==> config.mk <==
export PLATFORM = sky130hd
export DESIGN_NAME = rrnh_mul
export DESIGN_NICKNAME = d
export VERILOG_FILES = /design/src/design/rrnh_pkg.sv /design/src/design/rrnh_mul.sv
export SDC_FILE = /design/constraint.sdc
export NUM_CORES = 2
export LEC_CHECK = 0
export BUFFER_PORTS_ARGS = -buffer_cell sky130_fd_sc_hd__buf_2
export CAP_MARGIN = 20
export CORE_MARGIN = 2
export CORE_UTILIZATION = 55
export CTS_CLUSTER_SIZE = 30
export DETAILED_ROUTE_END_ITERATION = 10
export PLACE_DENSITY_LB_ADDON = 0.12
export SYNTH_ARGS = -nofsm -noshare
export SYNTH_HDL_FRONTEND = slang
export SYNTH_SLANG_ARGS = --single-unit
==> constraint.sdc <==
create_clock -name clock -period 9.1 [get_ports clock]
set_input_delay 0.455 -clock clock [delete_from_list [all_inputs] [get_ports clock]]
set_output_delay 0.455 -clock clock [all_outputs]
set_load 0.03 [all_outputs]
==> src/design/rrnh_pkg.sv <==
// ----------------------------------------------------------------------------
// rrnh_pkg
// Types, widths and codes shared by the ray/rectangle nearest-hit block.
// ----------------------------------------------------------------------------
package rrnh_pkg;

   localparam int COORD_W = 24;   // Q16.8 coordinate
   localparam int WIDE_W  = 26;   // edge sums and differences
   localparam int DIST_W  = 48;   // Q32.16 squared distance
   localparam int ACC_W   = 54;   // cross-product accumulators
   localparam int MUL_W   = 32;   // shared multiplier operand width
   localparam int PROD_W  = 2 * MUL_W;
   localparam int QBITS   = 30;   // fraction bits of the hit parameter t
   localparam int QCNT_W  = $clog2(QBITS + 1);

   localparam logic ACTION_BEGIN = 1'b0;
   localparam logic ACTION_RECT  = 1'b1;

   localparam logic [1:0] EDGE_TOP    = 2'd0;
   localparam logic [1:0] EDGE_BOTTOM = 2'd1;
   localparam logic [1:0] EDGE_LEFT   = 2'd2;
   localparam logic [1:0] EDGE_RIGHT  = 2'd3;

   localparam logic [DIST_W-1:0] DIST_MAX = {DIST_W{1'b1}};

   typedef struct packed {
      logic                      action;
      logic signed [COORD_W-1:0] first_x;
      logic signed [COORD_W-1:0] first_y;
      logic signed [COORD_W-1:0] second_x;
      logic signed [COORD_W-1:0] second_y;
      logic                      is_last;
   } req_type;

   typedef struct packed {
      logic                      hit;
      logic signed [COORD_W-1:0] end_x;
      logic signed [COORD_W-1:0] end_y;
      logic [DIST_W-1:0]         dist_sq;
   } rsp_type;

   typedef enum logic [7:0] {
      ST_IDLE   = 8'b0000_0001,
      ST_SETUP  = 8'b0000_0010,
      ST_CROSS  = 8'b0000_0100,
      ST_CHECK  = 8'b0000_1000,
      ST_DIV    = 8'b0001_0000,
      ST_SCALE  = 8'b0010_0000,
      ST_UPDATE = 8'b0100_0000,
      ST_FINISH = 8'b1000_0000
   } state_type;

   function automatic logic signed [WIDE_W-1:0] widen(input logic signed [COORD_W-1:0] v);
      widen = {{(WIDE_W - COORD_W){v[COORD_W-1]}}, v};
   endfunction

   function automatic logic signed [MUL_W-1:0] to_mul(input logic signed [WIDE_W-1:0] v);
      to_mul = {{(MUL_W - WIDE_W){v[WIDE_W-1]}}, v};
   endfunction

endpackage

==> src/design/rrnh_mul.sv <==
// ----------------------------------------------------------------------------
// rrnh_mul
// Shared signed multiplier with a registered product.
// ----------------------------------------------------------------------------
module rrnh_mul (
   input  logic                                clock,
   input  logic signed [rrnh_pkg::MUL_W-1:0]   op_a,
   input  logic signed [rrnh_pkg::MUL_W-1:0]   op_b,
   output logic signed [rrnh_pkg::PROD_W-1:0]  prod
);
   import rrnh_pkg::*;

   logic signed [PROD_W-1:0] prod_ff;

   always_ff @(posedge clock) begin
      prod_ff <= op_a * op_b;
   end

   assign prod = prod_ff;

endmodule

==> impl_results.md <==
* Status: finished clean
* Startpoint types: primary input
* WP data required at 9.43 ns
* Tot GR Track Use at 30.28%
* Num rows at 95
* Max_cap viols at 0
* Syn Nets at 5215
* GRT overflow at 0
* H-Tree Level Count at 3
* Synth Area in Compound Gates at 3.464%
* Die ar. at 69810 µm²
* Count leader, synth: fa_1
* Initial Util at 55.45%
* Synth top area cells: fa_1, inv_1, and2_1, ha_1, nand2_1
* Setup bufs post-CTS at 0
* Clock buffer depth at 2
* Post-synthesis mux area share at 0%
* CTS tree: built
* Port Buffer Count at 128
* Top FF cell, synth: dfxtp_1
* Root buffer cell: clkbuf_16
* Arrival time worst endpoint at 8.54 ns
* Vias per std cell at 5.375
* Adder-cell share of the synthesized area at 64.34%
* Top cell type's share of synthesized area at 58.16%
* Flops & latches, synth at 64
* Largest family of logic cells by synthesized area: adder cells
* Area Growth Syn to Fin at 4.868%
* CTS Buf Count at 9
* Post-Synth XOR/XNOR Area at 1.764%
* Final hold vios at 0
* Post-DP HPWL at 81560 µm
* Yosys cell types at 63
* CP max FO at 32
* Pin count of the biggest net entering global routing at 33
* Reg area at 1281 µm²
* Ys async rst share at 0%
* Worst-margin pin slew at 0.8845 ns
* Clock Pin Slew Worst Setup and Hold Paths at 0.07 ns
* Maximum clock frequency at 0.1217 GHz
* Post-synth EDFFs at 0
* Sequential element share of the synthesized area at 3.440%
* Final setup fails at 0
* Fin crit share at 90.26%
* Multi-input logic area at 31630 µm²
* Unrepaired setup endpoints after global routing: no
* Chip Width at 264.2 µm
* Mapped cell area at 37240 µm²
* Post-route ant nets at 0
* DR WL/cell at 20.53 µm
* Most instantiated cells after synthesis: fa_1, inv_1, and2_1
* Shortest period the worst path allows at 8.214 ns
* Initial antenna violation count at 3
* DIE HEIGHT at 264.2 µm
* First-pass GRT wire length at 160600 µm
* Kind of critical path: in2reg
* Mean Syn Cell Area at 9.589 µm²
* Final WL at 97830 µm
* # hold bufs at CTS at 0
* Num ports at 129
* Yosys warns at 0
* Vias in the first global route at 28550
* Iter 0 DRT Violations at 1332
* Via count at 25610
* Yosys top cell by area: fa_1
* Filler cells at 5967
* Relative slew slack at 41.03%
* GPL Wtd Cong at 0.9279
* Synth Area in Simple Gates at 15.37%
* Core ar. at 67160 µm²
* Synth Instances at 3884
* Max reg flops at 64
* First-pass DRT Iterations at 6
* Clk sink count at 64
* Resize count post-CTS at 0
* Slew Limit Fails at 0
* Min-Delay Path Class: in2reg
* Final nets at 5216
* Setup crit end kind: register
* Residual DRC at 0
* Share of cells above drive strength 1 at 5.887%
* Setup_tns at 0 ns
final cells by class:
type	instances	area share, %
timing repair buffer	190	2.864
inverter	952	9.150
tap	873	2.797
multi-input combinational	2668	81.00
antenna	1	0.006407
sequential	64	3.281
clock buffer	10	0.6119
clock inverter	6	0.2947
critical path: stages:
cell and delay (ns):
buf_2 0.64, nand2_1 0.20, fa_1 0.52, fa_1 0.54, fa_1 0.45, fa_1 0.56
inv_1 0.06, fa_1 0.51, inv_1 0.06, fa_1 0.53, inv_1 0.05, fa_1 0.49
fa_1 0.41, ha_1 0.39, a21oi_1 0.15, o21ai_0 0.17, a221oi_1 0.33, o21ai_2 0.26
and4_4 0.25, a211oi_4 0.46, o21ai_2 0.18, a221o_1 0.47, a31oi_1 0.24, xnor2_1 0.14
layout by cell type (no fill, tap or decap), types with 4 or more instances in the layout:
cell type,synthesis,layout
and3_1,7,7
dfxtp_1,64,64
xnor2_1,53,53
nand2b_1,9,9
inv_1,952,952
nand3_1,15,15
nor2_1,42,42
o21bai_1,15,15
nand2_1,511,511
ha_1,184,184
a211oi_1,4,4
a21o_1,23,23
fa_1,1082,1082
o21ai_0,28,28
nand4_1,7,7
buf_4,0,61
a21oi_1,68,68
and2_1,516,516
xor2_1,22,22
o31ai_1,6,6
clkbuf_16,0,9
a31oi_1,12,12
nor3_1,6,6
o21a_1,4,4
or3_1,4,4
buf_2,3,128
cell families after synthesis:
kind of cell | count (synthesis)
AND/OR/NAND/NOR | 1134
flip-flops | 64
buffers and inverters | 1152
XOR/XNOR | 75
AO/OA/AOI/OAI | 193
adder cells (fa/ha/maj) | 1266
final timing paths:
| path | startpoint | end | slack [ns] | cells past startpoint |
|---|---|---|---|---|
| max | op_a[15] | prod[61] | 0.89 | 24 |
| min | op_a[0] | prod[0] | 0.63 | 2 |
stage by stage:
step / setup WS [ns] / cells / area, µm² / hold slack [ns] / utilization [%]
after floorplan: 1.384 / 3884 / 37240 / 0.5823 / -
after global placement: 0.6900 / 4747 / 38700 / 0.8882 / 57.62
after detailed placement: 0.6183 / 4747 / 38700 / 0.8885 / 57.62
after CTS: 0.9909 / 4763 / 39050 / 0.6226 / 58.15
after global routing: 0.4976 / 4763 / 39050 / 0.6704 / 58.15
final: 0.8862 / 4764 / 39060 / 0.6277 / 58.15
routing by layer:
layer	track usage, %	up-vias	wire length (µm)
met3	4.903	184	5481
met5	0	-	40
met1	39.58	13610	39410
met4	11.41	6	4111
met2	51.12	767	48780
li1	-	11040	-
Power is left out: the tool's default activity adds up to more than one toggle a clock period on the data nets, which glitch-free logic cannot reach.
