**src/design/rrnh_pkg.sv**
```systemverilog
// ----------------------------------------------------------------------------
// rrnh_pkg
// Types, widths and codes shared by the ray/rectangle nearest-hit block.
// ----------------------------------------------------------------------------
package rrnh_pkg;

   localparam int COORD_W = 24;   // Q16.8 coordinate
   localparam int WIDE_W  = 26;   // edge sums and differences
   localparam int DIST_W  = 48;   // Q32.16 squared distance
   localparam int ACC_W   = 54;   // cross-product accumulators
   localparam int MUL_W   = 32;   // shared multiplier operand width
   localparam int PROD_W  = 2 * MUL_W;
   localparam int QBITS   = 30;   // fraction bits of the hit parameter t
   localparam int QCNT_W  = $clog2(QBITS + 1);

   localparam logic ACTION_BEGIN = 1'b0;
   localparam logic ACTION_RECT  = 1'b1;

   localparam logic [1:0] EDGE_TOP    = 2'd0;
   localparam logic [1:0] EDGE_BOTTOM = 2'd1;
   localparam logic [1:0] EDGE_LEFT   = 2'd2;
   localparam logic [1:0] EDGE_RIGHT  = 2'd3;

   localparam logic [DIST_W-1:0] DIST_MAX = {DIST_W{1'b1}};

   typedef struct packed {
      logic                      action;
      logic signed [COORD_W-1:0] first_x;
      logic signed [COORD_W-1:0] first_y;
      logic signed [COORD_W-1:0] second_x;
      logic signed [COORD_W-1:0] second_y;
      logic                      is_last;
   } req_type;

   typedef struct packed {
      logic                      hit;
      logic signed [COORD_W-1:0] end_x;
      logic signed [COORD_W-1:0] end_y;
      logic [DIST_W-1:0]         dist_sq;
   } rsp_type;

   typedef enum logic [7:0] {
      ST_IDLE   = 8'b0000_0001,
      ST_SETUP  = 8'b0000_0010,
      ST_CROSS  = 8'b0000_0100,
      ST_CHECK  = 8'b0000_1000,
      ST_DIV    = 8'b0001_0000,
      ST_SCALE  = 8'b0010_0000,
      ST_UPDATE = 8'b0100_0000,
      ST_FINISH = 8'b1000_0000
   } state_type;

   function automatic logic signed [WIDE_W-1:0] widen(input logic signed [COORD_W-1:0] v);
      widen = {{(WIDE_W - COORD_W){v[COORD_W-1]}}, v};
   endfunction

   function automatic logic signed [MUL_W-1:0] to_mul(input logic signed [WIDE_W-1:0] v);
      to_mul = {{(MUL_W - WIDE_W){v[WIDE_W-1]}}, v};
   endfunction

endpackage

```
**src/design/rrnh_div.sv**
```systemverilog
// ----------------------------------------------------------------------------
// rrnh_div
// Restoring fraction divider: floor(num * 2^QBITS / den) for num < den,
// one quotient bit per cycle.
// ----------------------------------------------------------------------------
module rrnh_div (
   input  logic                          clock,
   input  logic                          reset,
   input  logic                          start,
   input  logic [rrnh_pkg::ACC_W-1:0]    num,
   input  logic [rrnh_pkg::ACC_W-1:0]    den,
   output logic                          done,
   output logic [rrnh_pkg::QBITS-1:0]    quot
);
   import rrnh_pkg::*;

   logic [ACC_W-1:0]  rem_ff,  rem_in;
   logic [ACC_W-1:0]  den_ff,  den_in;
   logic [QBITS-1:0]  quot_ff, quot_in;
   logic [QCNT_W-1:0] cnt_ff,  cnt_in;
   logic              busy_ff, busy_in;
   logic              done_ff, done_in;
   logic [ACC_W-1:0]  shifted;

   always_comb begin
      rem_in  = rem_ff;
      den_in  = den_ff;
      quot_in = quot_ff;
      cnt_in  = cnt_ff;
      busy_in = busy_ff;
      done_in = 1'b0;
      shifted = {rem_ff[ACC_W-2:0], 1'b0};
      if (start) begin
         rem_in  = num;
         den_in  = den;
         quot_in = '0;
         cnt_in  = '0;
         busy_in = 1'b1;
      end else if (busy_ff) begin
         if (shifted >= den_ff) begin
            rem_in  = shifted - den_ff;
            quot_in = {quot_ff[QBITS-2:0], 1'b1};
         end else begin
            rem_in  = shifted;
            quot_in = {quot_ff[QBITS-2:0], 1'b0};
         end
         cnt_in = cnt_ff + 1'b1;
         if (cnt_ff == QCNT_W'(QBITS - 1)) begin
            busy_in = 1'b0;
            done_in = 1'b1;
         end
      end
   end

   always_ff @(posedge clock) begin
      if (reset) begin
         busy_ff <= 1'b0;
         done_ff <= 1'b0;
         cnt_ff  <= '0;
      end else begin
         busy_ff <= busy_in;
         done_ff <= done_in;
         cnt_ff  <= cnt_in;
      end
      rem_ff  <= rem_in;
      den_ff  <= den_in;
      quot_ff <= quot_in;
   end

   assign done = done_ff;
   assign quot = quot_ff;

endmodule

```
**config.mk**
```make
export PLATFORM = sky130hd
export DESIGN_NAME = rrnh_div
export DESIGN_NICKNAME = d
export VERILOG_FILES = /design/src/design/rrnh_pkg.sv /design/src/design/rrnh_div.sv
export SDC_FILE = /design/constraint.sdc
export NUM_CORES = 1
export LEC_CHECK = 0
export BUFFER_PORTS_ARGS = -buffer_cell sky130_fd_sc_hd__buf_2
export CORE_MARGIN = 3
export CORE_UTILIZATION = 40
export CTS_CLUSTER_DIAMETER = 200
export DETAILED_ROUTE_END_ITERATION = 7
export PLACE_DENSITY = 0.58
export SYNTH_ARGS = -nofsm -noshare
export SYNTH_HDL_FRONTEND = slang
export SYNTH_SLANG_ARGS = --single-unit
```
**constraint.sdc**
```tcl
create_clock -name clock -period 4.36 [get_ports clock]
set_input_delay 0.436 -clock clock [delete_from_list [all_inputs] [get_ports clock]]
set_output_delay 0.436 -clock clock [all_outputs]
set_load 0.01 [all_outputs]
```
==> results.md <==
* # DRC at 0
* F_max at 260.8 MHz
* Overall routing resource usage at 19.93%
* Max Root-Sink Buffers at 2
* Finish-stage setup viols at 0
* CTS buffer count at 17
* Post-Syn Nets at 1197
* Count of flip-flops with a built-in enable after synthesis at 107
* Cell area after synthesis at 0.009629 sq mm
* Die Wd at 161.2 microns
* Site row count at 56
* Unrepaired setup endpoints after global routing: no
* Final GP Congestion at 0.9208
* Filler cells at 2333
* Period utilisation layout at 87.95%
* Routed Wire Length at 26060 microns
* WS Path Type: reg2reg
* Leak Pwr at 4.712 nW
* Mean Syn Cell Area at 9.358 sq um
* Seq/Total Area, Yosys at 41.06%
* Count of mapped cells out of synthesis at 1029
* Power Density at 485.0 mW/mm^2
* Post-CTS Setup Inserts at 0
* Startpoint types: flip-flop
* Hold_buf cts at 0
* Netlist cell types at 74
* Vias at 8155
* Starting Density at 40.90%
* Multi-input gate area at 0.005086 sq mm
* Initial DRC count at 553
* Clock root buffer master: clkbuf_16
* # clock sinks at 144
* Drt pass-1 iters at 5
* Slew HR at 44.97%
* Worst EP arrival at 4.02 ns
* Final hold violations at 0
* Tmin final at 3.835 ns
* Synth-to-layout area growth at 16.71%
* Global-route wire length before repair at 41670 microns
* Slowest stage delay, CP at 0.43 ns
* Slowest CP cell: ha_1
* FFs w/ async S/R, synth at 0%
* Clock Latency Late Sink at 0.44 ns
* Yosys reg bits at 144
* Post-DR wirelength/cell at 17.68 microns
* Pins Over Slew Limit at 0
* Synth Flop Type: edfxtp_1
* H-tree depth at 4
* Avg Vias per Cell at 5.533
* ANT nets after route at 0
* Antenna violations before repair at 0
* Die area at 0.02597 sq mm
* Resize count post-CTS at 0
* CP Data Required Time at 4.55 ns
* Die Ht at 161.2 microns
* Clock skew at 0.01545 ns
* Finished Cell Area at 0.01124 sq mm
* Overflow after GRT at 0
* Number of global-route vias before repair at 7989
* Total negative setup slack at 0 ns
* Area after DPL at 0.01063 sq mm
* Hold WC Path Type: in2reg
* Std-Cell Core Area at 0.02354 sq mm
* VDD IR max at 0.0002300 V
* Reg clk slew, reported paths at 0.07 ns
* Slew of the pin with the lowest slew margin at 0.8254 ns
* Max FO, Critical Path at 18
* Ys Warns at 0
* CTS tree: yes
* DP Wirelength at 18640 microns
* # Max-Cap Violations at 0
* Largest net degree at the start of global routing at 91
* Post-layout nets at 1310
* N_diodes at 0
* Layout cells sized above 1 at 20.78%
* # port buffers at 140
* Cell Chain, Critical Path: ha_1, and3_2, nor4b_4, inv_2, o311ai_2, a21oi_1, or3_4, a31o_2, buf_4, and4_1, a221o_1
* Status: completed
* I/O pin total at 142
* Sequential standard cell area at 0.003955 sq mm
* CP endpoint kind: flip-flop
flip-flops by register name (all words and copies together) (netlist names):
register / cells
rem_ff: 53
den_ff: 54
busy_ff: 1
done: 1
cnt_ff: 5
quot: 30
kinds of logic (layout without fill, tap and decap cells):
group | count (synthesis) | count (layout) | share of synthesized area (%)
AO/OA/AOI/OAI | 338 | 338 | 24.43
AND/OR/NAND/NOR | 266 | 266 | 13.38
buffers and inverters | 147 | 273 | 6.250
flip-flops | 144 | 144 | 41.06
adder cells (fa/ha/maj) | 57 | 57 | 7.484
XOR/XNOR | 47 | 47 | 4.275
multiplexers | 30 | 30 | 3.119
cell usage after synthesis, drive strengths merged (7+ instances only):
library cell	instances	area (sq um)
o21ai	68	344.1
ha	56	700.7
o21bai	18	135.1
o22a	41	359.1
o211ai	9	67.56
edfxtp	107	3213
or3	7	48.80
mux2i	30	300.3
a21oi	103	598.1
o31ai	13	97.59
nand4	25	162.6
a21o	23	172.7
nor3	9	45.04
nand3	17	85.08
xnor2	33	289.0
clkbuf	47	176.4
nand2	85	321.6
and3	7	45.05
xor2	14	122.6
dfxtp	37	740.7
inv	79	296.5
a31oi	11	90.08
nor2	76	285.3
buf	20	125.1
nand2b	7	43.79
and4	7	61.31
layer usage:
layer / global-route usage [%] / share of wire (%)
met1: 27.60 / 46
met2: 31.81 / 46
met5: 0 / 0
met4: 5.319 / 1.7
met3: 4.309 / 5.8
final timing paths:
path / from / to / slack [ns] / depth (start not counted)
max: rem_ff[20] / rem_ff[47] / 0.53 / 11
min: reset / busy_ff / 0.16 / 2
max reg2reg: rem_ff[20] / rem_ff[47] / 0.53 / 11
min reg2reg: cnt_ff[4] / done / 0.51 / 2
through the flow:
| step | util, % | power [mW] | hold WS (ns) | setup slack, ns | cells |
|---|---|---|---|---|---|
| 2_1_floorplan | - | 3.400 | 0.4653 | 1.068 | 1029 |
| 3_3_place_gp | 45.14 | 3.922 | 0.4713 | 0.5982 | 1442 |
| 3_5_place_dp | 45.14 | 3.928 | 0.4919 | 0.5344 | 1442 |
| 4_1_cts | 47.74 | 5.480 | 0.1372 | 0.5211 | 1474 |
| 5_1_grt | 47.74 | 5.801 | 0.1475 | 0.3207 | 1474 |
| 6_report | 47.74 | 5.450 | 0.1589 | 0.5253 | 1474 |
area by class of cell:
| type | instances | area share, % |
|---|---|---|
| clock inverters | 15 | 1.659 |
| clock buffers | 17 | 3.785 |
| repair buffers | 161 | 7.882 |
| flip-flops and latches | 144 | 35.19 |
| inverters | 80 | 2.672 |
| multi-input cells | 738 | 45.26 |
| well taps | 319 | 3.552 |
report_power, final:
group	internal [mW]	switching (mW)
clock	0.784	0.733
combinational	0.883	1.30
sequential	1.67	0.0784
critical path, delay by kind of cell (launching register included):
family          cells  cell delay (ns)
buf+inv             2             0.33
flops               1             0.40
fa+ha+maj           1             0.43
compound gates      4             1.20
simple gates        4             1.20
cell usage in the layout (no fill, tap or decap), drive strengths merged, types with 14 or more instances in the layout:
| master | n |
|---|---|
| o21ai | 68 |
| a21oi | 103 |
| buf | 161 |
| edfxtp | 107 |
| o21bai | 18 |
| nand2 | 85 |
| clkbuf | 17 |
| nor2 | 76 |
| xor2 | 14 |
| nand4 | 25 |
| inv | 89 |
| ha | 56 |
| xnor2 | 33 |
| dfxtp | 37 |
| mux2i | 30 |
| a21o | 23 |
| nand3 | 17 |
| o22a | 41 |
(Power assumes the default switching activity.)
